## src/hdl/bpsd_pkg.sv

```systemverilog
`timescale 1ns / 1ps
// Types and constants of the button press series decoder.
// No dependencies; used by the top level and its checker.
package bpsd_pkg;

  // Configuration register indexes
  typedef enum logic [1:0] {
    REG_TICKS_PER_SECOND = 2'd0,
    REG_PRESS_THRESHOLD  = 2'd1,
    REG_ALLOW_UNLOCK     = 2'd2
  } cfg_reg_e;

  localparam int unsigned CfgAddrW   = 2;
  localparam int unsigned CfgDataW   = 12;
  localparam int unsigned TicksW     = 10;
  localparam int unsigned ThreshW    = 12;
  localparam int unsigned HalfW      = TicksW - 1;
  localparam int unsigned FiveW      = 13;
  localparam int unsigned TimerW     = 16;
  localparam int unsigned CountW     = 8;
  localparam int unsigned CodeW      = 16;
  localparam int unsigned NumDigits  = 4;
  localparam int unsigned OutFieldsW = 2 + CodeW;
  localparam int unsigned OutTdataW  = ((OutFieldsW + 7) / 8) * 8;

  // Reset values of the configuration and its derived limits
  localparam logic [TicksW-1:0]  TicksReset  = 10'd100;
  localparam logic [ThreshW-1:0] ThreshReset = 12'd1000;
  localparam logic [HalfW-1:0]   HalfReset   = 9'd50;
  localparam logic [FiveW-1:0]   FiveReset   = 13'd500;
  localparam logic [TimerW-1:0]  LimitReset  = 16'd6000;

  localparam logic [CountW-1:0]  SeriesFull  = 8'(NumDigits);

  typedef logic [CountW-1:0] digit_t;

endpackage

```

## src/hdl/button_press_series_decoder.sv

```systemverilog
`timescale 1ns / 1ps
// Top level of the button press series decoder: press detection, timers,
// digit store and code latch. Depends on bpsd_pkg.
//
// One sample (tick) is taken per clock cycle while the output is not stalled,
// and its result is registered: the sample waits in the input register until
// the result register can take it, and the whole state update is done by the
// logic between the input register and the result register. The result
// register lets the next sample enter while a result still waits on the
// output. The half-second, five-second and sixty-second limits are worked
// out when ticks_per_second is written, so configuration must be written
// while no sample is in flight. There is no clearing pass after reset; the
// block is ready at once.
module button_press_series_decoder
  import bpsd_pkg::*;
#(
  parameter int unsigned SAMPLE_WIDTH = 12
) (
  input  logic                                 clk_i,
  input  logic                                 rst_ni,
  // Configuration write channel
  input  logic                                 cfg_valid_i,
  output logic                                 cfg_ready_o,
  input  logic [CfgAddrW-1:0]                  cfg_addr_i,
  input  logic [CfgDataW-1:0]                  cfg_data_i,
  // Sample stream
  input  logic                                 s_axis_tvalid,
  output logic                                 s_axis_tready,
  // fields from bit 0: sample
  input  logic [((SAMPLE_WIDTH+7)/8)*8-1:0]    s_axis_tdata,
  // Result stream
  output logic                                 m_axis_tvalid,
  input  logic                                 m_axis_tready,
  // fields from bit 0: pressed, long_press, digit_code
  output logic [OutTdataW-1:0]                 m_axis_tdata
);

  localparam int unsigned CmpW = (SAMPLE_WIDTH > ThreshW) ? SAMPLE_WIDTH : ThreshW;

  // Configuration and derived limits
  logic [ThreshW-1:0] thresh_q;
  logic               allow_q;
  logic [HalfW-1:0]   half_q;
  logic [FiveW-1:0]   five_q;
  logic [TimerW-1:0]  limit_q;

  // Pipeline registers
  logic                    in_valid_q;
  logic [SAMPLE_WIDTH-1:0] sample_q;
  logic                    out_valid_q;
  logic [OutTdataW-1:0]    out_data_q;

  // Decoder state
  logic               prev_q,   prev_d;
  logic [TimerW-1:0]  rel_q,    rel_d;
  logic [TimerW-1:0]  prt_q,    prt_d;
  digit_t             cnt_q,    cnt_d;
  digit_t             store_q [NumDigits];
  digit_t             store_d [NumDigits];
  digit_t             ser_q,    ser_d;
  logic [CodeW-1:0]   code_q,   code_d;

  logic pressed;
  logic long_press;
  logic advance;
  logic fire;

  assign cfg_ready_o   = 1'b1;
  assign advance       = !out_valid_q || m_axis_tready;
  assign fire          = in_valid_q && advance;
  assign s_axis_tready = !in_valid_q || advance;
  assign m_axis_tvalid = out_valid_q;
  assign m_axis_tdata  = out_data_q;

  // Write configuration registers and precompute the timer limits
  always_ff @(posedge clk_i or negedge rst_ni) begin
    if (!rst_ni) begin
      thresh_q <= ThreshReset;
      allow_q  <= 1'b0;
      half_q   <= HalfReset;
      five_q   <= FiveReset;
      limit_q  <= LimitReset;
    end else if (cfg_valid_i) begin
      unique case (cfg_reg_e'(cfg_addr_i))
        REG_TICKS_PER_SECOND: begin
          half_q  <= cfg_data_i[TicksW-1:1];
          five_q  <= FiveW'(cfg_data_i[TicksW-1:0]) * FiveW'(5);
          limit_q <= TimerW'(cfg_data_i[TicksW-1:0]) * TimerW'(60);
        end
        REG_PRESS_THRESHOLD: thresh_q <= cfg_data_i[ThreshW-1:0];
        REG_ALLOW_UNLOCK:    allow_q  <= cfg_data_i[0];
        default: ;
      endcase
    end
  end

  // Compute the next state for the sample in the input register
  always_comb begin
    logic [CodeW-1:0] code_new;
    pressed  = CmpW'(sample_q) < CmpW'(thresh_q);
    prev_d   = pressed;
    rel_d    = rel_q;
    prt_d    = prt_q;
    cnt_d    = cnt_q;
    ser_d    = ser_q;
    code_d   = code_q;
    store_d  = store_q;
    code_new = '0;
    if (pressed) begin
      if (!prev_q) begin
        rel_d = '0;
        prt_d = '0;
        cnt_d = cnt_q + 1'b1;
      end
      if (prt_d < limit_q) begin
        prt_d = prt_d + 1'b1;
      end
    end else begin
      if (rel_q < limit_q) begin
        rel_d = rel_q + 1'b1;
      end
      // Half a second released: shift the press count into the store
      if (rel_d == TimerW'(half_q)) begin
        for (int k = 0; k < NumDigits - 1; k++) begin
          store_d[k] = store_q[k+1];
        end
        store_d[NumDigits-1] = cnt_q;
        for (int k = 0; k < NumDigits; k++) begin
          code_new = CodeW'(code_new * CodeW'(10)) + CodeW'(store_d[k]);
        end
        ser_d = ser_q + 1'b1;
        if (ser_d == SeriesFull) begin
          code_d = code_new;
        end
        cnt_d = '0;
      end
      // Five seconds released: drop the series
      if (rel_d == TimerW'(five_q)) begin
        for (int k = 0; k < NumDigits; k++) begin
          store_d[k] = '0;
        end
        ser_d  = '0;
        code_d = '0;
        prt_d  = '0;
      end
    end
    long_press = allow_q && (prt_d > TimerW'(half_q));
  end

  // Hold the input register until the result register can take it
  always_ff @(posedge clk_i or negedge rst_ni) begin
    if (!rst_ni) begin
      in_valid_q <= 1'b0;
    end else if (s_axis_tready) begin
      in_valid_q <= s_axis_tvalid;
    end
  end

  always_ff @(posedge clk_i) begin
    if (s_axis_tready && s_axis_tvalid) begin
      sample_q <= s_axis_tdata[SAMPLE_WIDTH-1:0];
    end
  end

  // Advance the state and load the result register
  always_ff @(posedge clk_i or negedge rst_ni) begin
    if (!rst_ni) begin
      out_valid_q <= 1'b0;
      prev_q      <= 1'b0;
      rel_q       <= '0;
      prt_q       <= '0;
      cnt_q       <= '0;
      ser_q       <= '0;
      code_q      <= '0;
      for (int k = 0; k < NumDigits; k++) begin
        store_q[k] <= '0;
      end
    end else begin
      if (advance) begin
        out_valid_q <= in_valid_q;
      end
      if (fire) begin
        prev_q  <= prev_d;
        rel_q   <= rel_d;
        prt_q   <= prt_d;
        cnt_q   <= cnt_d;
        ser_q   <= ser_d;
        code_q  <= code_d;
        store_q <= store_d;
      end
    end
  end

  always_ff @(posedge clk_i) begin
    if (fire) begin
      out_data_q <= OutTdataW'({code_d, long_press, pressed});
    end
  end

endmodule

```

## config.mk

```make
export PLATFORM = sky130hd
export DESIGN_NAME = button_press_series_decoder
export DESIGN_NICKNAME = d
export VERILOG_FILES = /design/src/hdl/bpsd_pkg.sv /design/src/hdl/button_press_series_decoder.sv
export SDC_FILE = /design/constraint.sdc
export NUM_CORES = 1
export LEC_CHECK = 0
export ABC_AREA = 1
export BUFFER_PORTS_ARGS = -buffer_cell sky130_fd_sc_hd__buf_2
export CAP_MARGIN = 20
export CELL_PAD_IN_SITES_DETAIL_PLACEMENT = 0
export CELL_PAD_IN_SITES_GLOBAL_PLACEMENT = 2
export CORE_ASPECT_RATIO = 1.1
export CORE_MARGIN = 5
export CORE_UTILIZATION = 30
export DETAILED_ROUTE_END_ITERATION = 10
export PLACE_DENSITY_LB_ADDON = 0.1
export SLEW_MARGIN = 25
export SYNTH_ARGS = -nofsm -noshare
export SYNTH_HDL_FRONTEND = slang
export SYNTH_SLANG_ARGS = --single-unit
```

## constraint.sdc

```tcl
create_clock -name clk_i -period 11.62 [get_ports clk_i]
set_input_delay 1.743 -clock clk_i [delete_from_list [all_inputs] [get_ports clk_i]]
set_output_delay 1.743 -clock clk_i [all_outputs]
set_load 0.005 [all_outputs]
```

Word level (Yosys, flattened, before mapping)
Index checks and enable logic that the tools add are counted.
{"block": "op_classes", "addsub": 7, "n_mul": 5, "order_cmp": 4, "n_eq_ne": 6, "muxes": 20, "n_bitwise": 1, "n_reduce_logical": 16}
{"operator": "$mux W16", "n": 13}
{"operator": "$mux W24", "n": 2}
{"operator": "$mux W8", "n": 5}
{"operator": "$add A16 B1 Y16 const B", "n": 2}
{"operator": "$add A16 B8 Y16", "n": 2}
{"operator": "$lt A16 B16 Y1", "n": 2}
{"operator": "$add A8 B1 Y8 const B", "n": 2}
{"operator": "$eq A16 B13 Y1", "n": 1}
{"operator": "$eq A16 B9 Y1", "n": 1}
{"operator": "$gt A16 B9 Y1", "n": 1}
{"operator": "$mul A16 B3 Y15 const B", "n": 1}
{"operator": "$mul A13 B3 Y15 const B", "n": 1}
{"operator": "$mul A10 B4 Y14 const B", "n": 1}
{"operator": "$add A12 B8 Y13", "n": 1}
{"operator": "$mul A10 B3 Y13 const B", "n": 1}
{"operator": "$lt A12 B12 Y1", "n": 1}
{"operator": "$mul A8 B3 Y11 const B", "n": 1}
{"operator": "$eq A8 B3 Y1 const B", "n": 1}
{"operator": "$reduce_and A2 Y1", "n": 4}
{"operator": "$reduce_and A3 Y1", "n": 2}
{"operator": "$reduce_bool A2 Y1", "n": 2}
{"operator": "$logic_and A1 B1 Y1", "n": 3}
{"operator": "$eq A2 B1 Y1 const B", "n": 1}
{"operator": "$eq A2 B2 Y1 const B", "n": 1}
{"operator": "other kinds (5)", "n": 7}
{"block": "totals", "regBits": 170, "input_bits": 35, "out_inout_bits": 27, "wordCells": 77}

Logic depth before layout (Yosys ltp)
{"block": "logic_depth", "depth_word": 10, "ltp_mapped": 37, "mapped_depth_nobuf": 37}

Least setup slack after synthesis
No wires, ideal clock.
{"block": "synth_path", "path_type": "register to register", "from": "register store_q[17] (netlist name)", "to": "register out_data_q[17], in the netlist m_axis_tdata[17], data pin", "setup_ns": 0.267, "t_arrival_ns": 5.813, "required_time_ns": 11.353, "slack_ns": 5.541, "stages_incl_launch_ff": 34, "n_path_buf": 0, "synth_period_minus_slack_ns": 6.079, "path_cell_list": "dfrtp_1 -> ha_1 -> ha_1 -> fa_1 -> ha_1 -> xor2_1 -> ha_1 -> ha_1 -> nand2_1 -> nand3_1 -> xor2_1 -> ha_1 -> nand2_1 -> inv_1 -> nand4_1 -> o211ai_1 -> nand2_1 -> nor2_1 -> xor2_1 -> ha_1 -> ha_1 -> inv_1 -> o21ai_0 -> a21oi_1 -> nand2_1 -> nand2_1 -> nand2_1 -> a21oi_1 -> xor2_1 -> nand4_1 -> nand3_1 -> nand3_1 -> nand2_1 -> o21ai_0"}
{"block": "synth_between", "elab_chain_len": 10}
{"element": "start: declaration", "line_no": "button_press_series_decoder.sv:58", "rtl": "digit_t store_q [NumDigits];"}
{"element": "start signal: assignment", "line_no": "button_press_series_decoder.sv:189", "rtl": "store_q <= store_d;"}
{"element": "$mul A8 B3 Y11", "line_no": "button_press_series_decoder.sv:129", "rtl": "code_new = CodeW'(code_new * CodeW'(10)) + CodeW'(store_d[k]);"}
{"element": "$add A12 B8 Y13", "line_no": "button_press_series_decoder.sv:129"}
{"element": "$mul A13 B3 Y15", "line_no": "button_press_series_decoder.sv:129"}
{"element": "$add A16 B8 Y16", "line_no": "button_press_series_decoder.sv:129"}
{"element": "$mul A16 B3 Y15", "line_no": "button_press_series_decoder.sv:129"}
{"element": "$add A16 B8 Y16", "line_no": "button_press_series_decoder.sv:129"}
{"element": "$mux W16", "line_no": "button_press_series_decoder.sv:132", "rtl": "if (ser_d == SeriesFull) begin"}
{"element": "$mux W16", "line_no": "button_press_series_decoder.sv:123", "rtl": "if (rel_d == TimerW'(half_q)) begin"}
{"element": "$mux W16", "line_no": "button_press_series_decoder.sv:138", "rtl": "if (rel_d == TimerW'(five_q)) begin"}
{"element": "$mux W16", "line_no": "button_press_series_decoder.sv:109", "rtl": "if (pressed) begin"}
{"element": "via code_d[15]", "line_no": "button_press_series_decoder.sv:61", "rtl": "logic [CodeW-1:0] code_q, code_d;"}
{"element": "end signal: assignment", "line_no": "button_press_series_decoder.sv:196", "rtl": "out_data_q <= OutTdataW'({code_d, long_press, pressed});"}
{"element": "end: declaration", "line_no": "button_press_series_decoder.sv:51", "rtl": "logic [OutTdataW-1:0] out_data_q;"}
The timed path passes the listed nets, and every way through them passes these cells.
A chain may end at the register's enable or synchronous reset.

Worst setup path after layout
Same ends and word-level chain as after synthesis.

==> qor.txt <==
unique cell type count in the Yosys netlist - 57
Synth Cell Area - 0.0141 mm^2
CTS Sinks - 168
port buffer count - 50
Area contributors post-synth - dfrtp_1 (21%), ha_1 (14%), nand2_1 (12%), inv_1 (6.7%), edfxtp_1 (6.4%)
Area Growth Syn to Fin - 9.94%
Reg2Reg Depth - 33
worst-skew pair later-pin latency - 460 ps
htree depth - 4
synth warn - 0
most used cell, CP - ha_1
drt first pass iters - 5
Reg clk slew, reported paths - 80 ps
placed insts - 2447
hold slack - 481 ps
I/O Pins - 62
Hold Crit Class - reg -> reg
WL final - 40400 um
DR WL met3 - 616 um
Fin. Hold Viols - 0
largest net degree at the start of global routing - 83
Layout Nets - 2092
max-cap check violation count - 0
CP Capture Type - flop
leakage power - 7.95 nW
top routing layer used - met4
vias in the first global route - 12000
Root Driver - clkbuf_16
drt drc - 0
Sum Neg Setup Slack - 0 ps
Resized cells post-CTS - 0
max-slew violations - 0
Vias - 11700
CTS max path bufs - 2
Tmin final - 6960 ps
WL/cell - 16.3 um
relative slew slack - 0.378
drt initial violations - 538
num rows - 83
setup violators final - 0
largest family of logic cells by synthesized area - simple AND/OR/NAND/NOR gates
initial antenna violation count - 0
Synth async-reset ratio - 0.821
DIE AREA - 0.0514 mm^2
Critical Path RT - 11800 ps
grt ovf - 0
Core ar. - 0.0465 mm^2
Post-Layout Cell Count - 2479
Mapped Cells - 1834
WS Path Type - reg -> reg
Synth area leader - dfrtp_1
clock buffers created by TritonCTS - 17
post-CTS setup buffer count - 0
sequential area share after synthesis - 0.311
worst clock skew - 12.7 ps
ANT cells - 0
post-synthesis adder-cell area fraction - 0.178
CP Max Fanout - 5
outcome - finished, final reports clean
Compound-Gate Fraction of Synth Area - 0.115
unrepaired setup endpoints after global routing - no
Seq cells post-synth - 168
M1 WL - 18000 um
Die Span Y - 237 um
CP max-delay cell - dfrtp_1
fin util - 0.333
FMAX - 0.144 GHz
total global-route track usage - 0.160
average cell area after synthesis - 7.68 um^2
TritonCTS clock tree - built
number of fill cells - 5076
ANT nets after route - 0
P per Cell Area - 181 mW/mm^2
top-area cell type share of the netlist area - 0.206
Worst EP arrival - 7130 ps
fin crit share - 0.599
hpwl dp - 31200 um
Tot Pwr - 2.80 mW
maximum VDD drop - 0.113 mV
register area - 0.00438 mm^2
Initial Util - 0.303
met2 wire len - 20800 um
first-pass GRT wire length - 65200 um
post-synthesis mux area share - 0
area occupied by multi-input gates - 0.00845 mm^2
share of cells above drive strength 1 - 0.100
hold path depth - 2
number of synthesized flops with an enable pin - 30
Startpoint Class - flop
simple-gate portion of the synthesized area - 0.258
RePlAce Congestion - 0.765
Largest stage delay, worst path - 440 ps
XOR/XNOR share of the synthesized area - 0.0473
Worst Max-Slew Pin Slew - 931 ps
CTS Hold Buffers Added - 0
vias per cell - 4.72
die width - 217 um
Top FF cell, synth - dfrtp_1
## cell type report
cell class / instances / area share
flip-flops and latches: 168 / 0.283
repair buffers: 58 / 0.0205
clock buffers: 17 / 0.0275
multi-input cells: 1365 / 0.546
well taps: 595 / 0.0481
inverters: 261 / 0.0638
clock inverters: 15 / 0.0112
## per-stage QoR
step / instance area (um^2) / setup slack [ps]
6_report: 15500 / 4660
5_1_grt: 15500 / 3950
4_1_cts: 15500 / 4520
3_5_place_dp: 14900 / 4540
3_3_place_gp: 14900 / 4520
2_1_floorplan: 14100 / 5540
## flip-flops by register name, indices dropped and copies added, names as in the netlist, 9 cells and up
signal / flops
five_q: 12
prt_q: 16
code_q: 16
limit_q: 13
m_axis_tdata: 18
thresh_q: 12
sample_q: 12
store_q: 24
half_q: 9
rel_q: 16
## synthesized netlist by cell type, drive strengths merged, types with 4 or more instances
cell,count
nand2,489
inv,259
ha,162
nand3,144
o21ai,144
dfrtp,116
nor2,113
a21oi,70
xor2,63
o22ai,33
edfxtp,30
nand4,29
clkbuf,24
fa,24
buf,22
dfstp,22
nor3,15
xnor2,13
nand3b,11
a31oi,8
o31ai,8
o211ai,5
a21o,4
o21bai,4
## cell usage in the layout (no fill, tap or decap), types with 22 or more instances in the layout
cell type	instances
nand2_1	457
inv_1	251
ha_1	162
nand3_1	130
o21ai_0	127
dfrtp_1	116
nor2_1	111
a21oi_1	68
xor2_1	63
buf_2	49
o22ai_1	33
edfxtp_1	30
nand4_1	28
nand2_2	25
fa_1	24
dfstp_2	22
## worst max-delay path, delay by kind of cell, from the launching register on
family          cells  cell delay, ps
compound gates      5             760
flops               1             440
fa+ha+maj           9            2900
buf+inv             2             160
xor+xnor            4             940
simple gates       13            1510
## layer usage
metal / vias up / track usage
li1: 6089 / -
met1: 5485 / 0.198
met2: 99 / 0.292
met3: 37 / 0.0169
met4: 0 / 0.0493
met5: - / 0
## final timing paths
check,from,endpoint,slack (ps)
max,store_q[17]$_DFFE_PN0P_,m_axis_tdata[17]$_DFFE_PP_,4660
max in group asynchronous,rst_ni,thresh_q[2]$_DFFE_PN0P_,8940
min in group asynchronous,rst_ni,thresh_q[11]$_DFFE_PN0P_,1330
min,five_q[4]$_DFFE_PN1P_,five_q[4]$_DFFE_PN1P_,480
max reg2reg,store_q[17]$_DFFE_PN0P_,m_axis_tdata[17]$_DFFE_PP_,4660
min reg2reg,five_q[4]$_DFFE_PN1P_,five_q[4]$_DFFE_PN1P_,480
## cell families after synthesis
logic type                 after synthesis
AOI/OAI and AO/OA                      285
buffers and inverters                  307
DFF                                    168
adders and majority gates              186
and+or+nand+nor                        810
other                                    2
xor gates and xnor gates                76
## power breakdown
| part | internal (mW) | total [mW] | switching (mW) |
|---|---|---|---|
| registers | 0.744 | 0.849 | 0.105 |
| clock network | 0.309 | 0.602 | 0.293 |
| logic | 0.438 | 1.35 | 0.912 |
No activity file was read; power rests on OpenSTA's default activity.
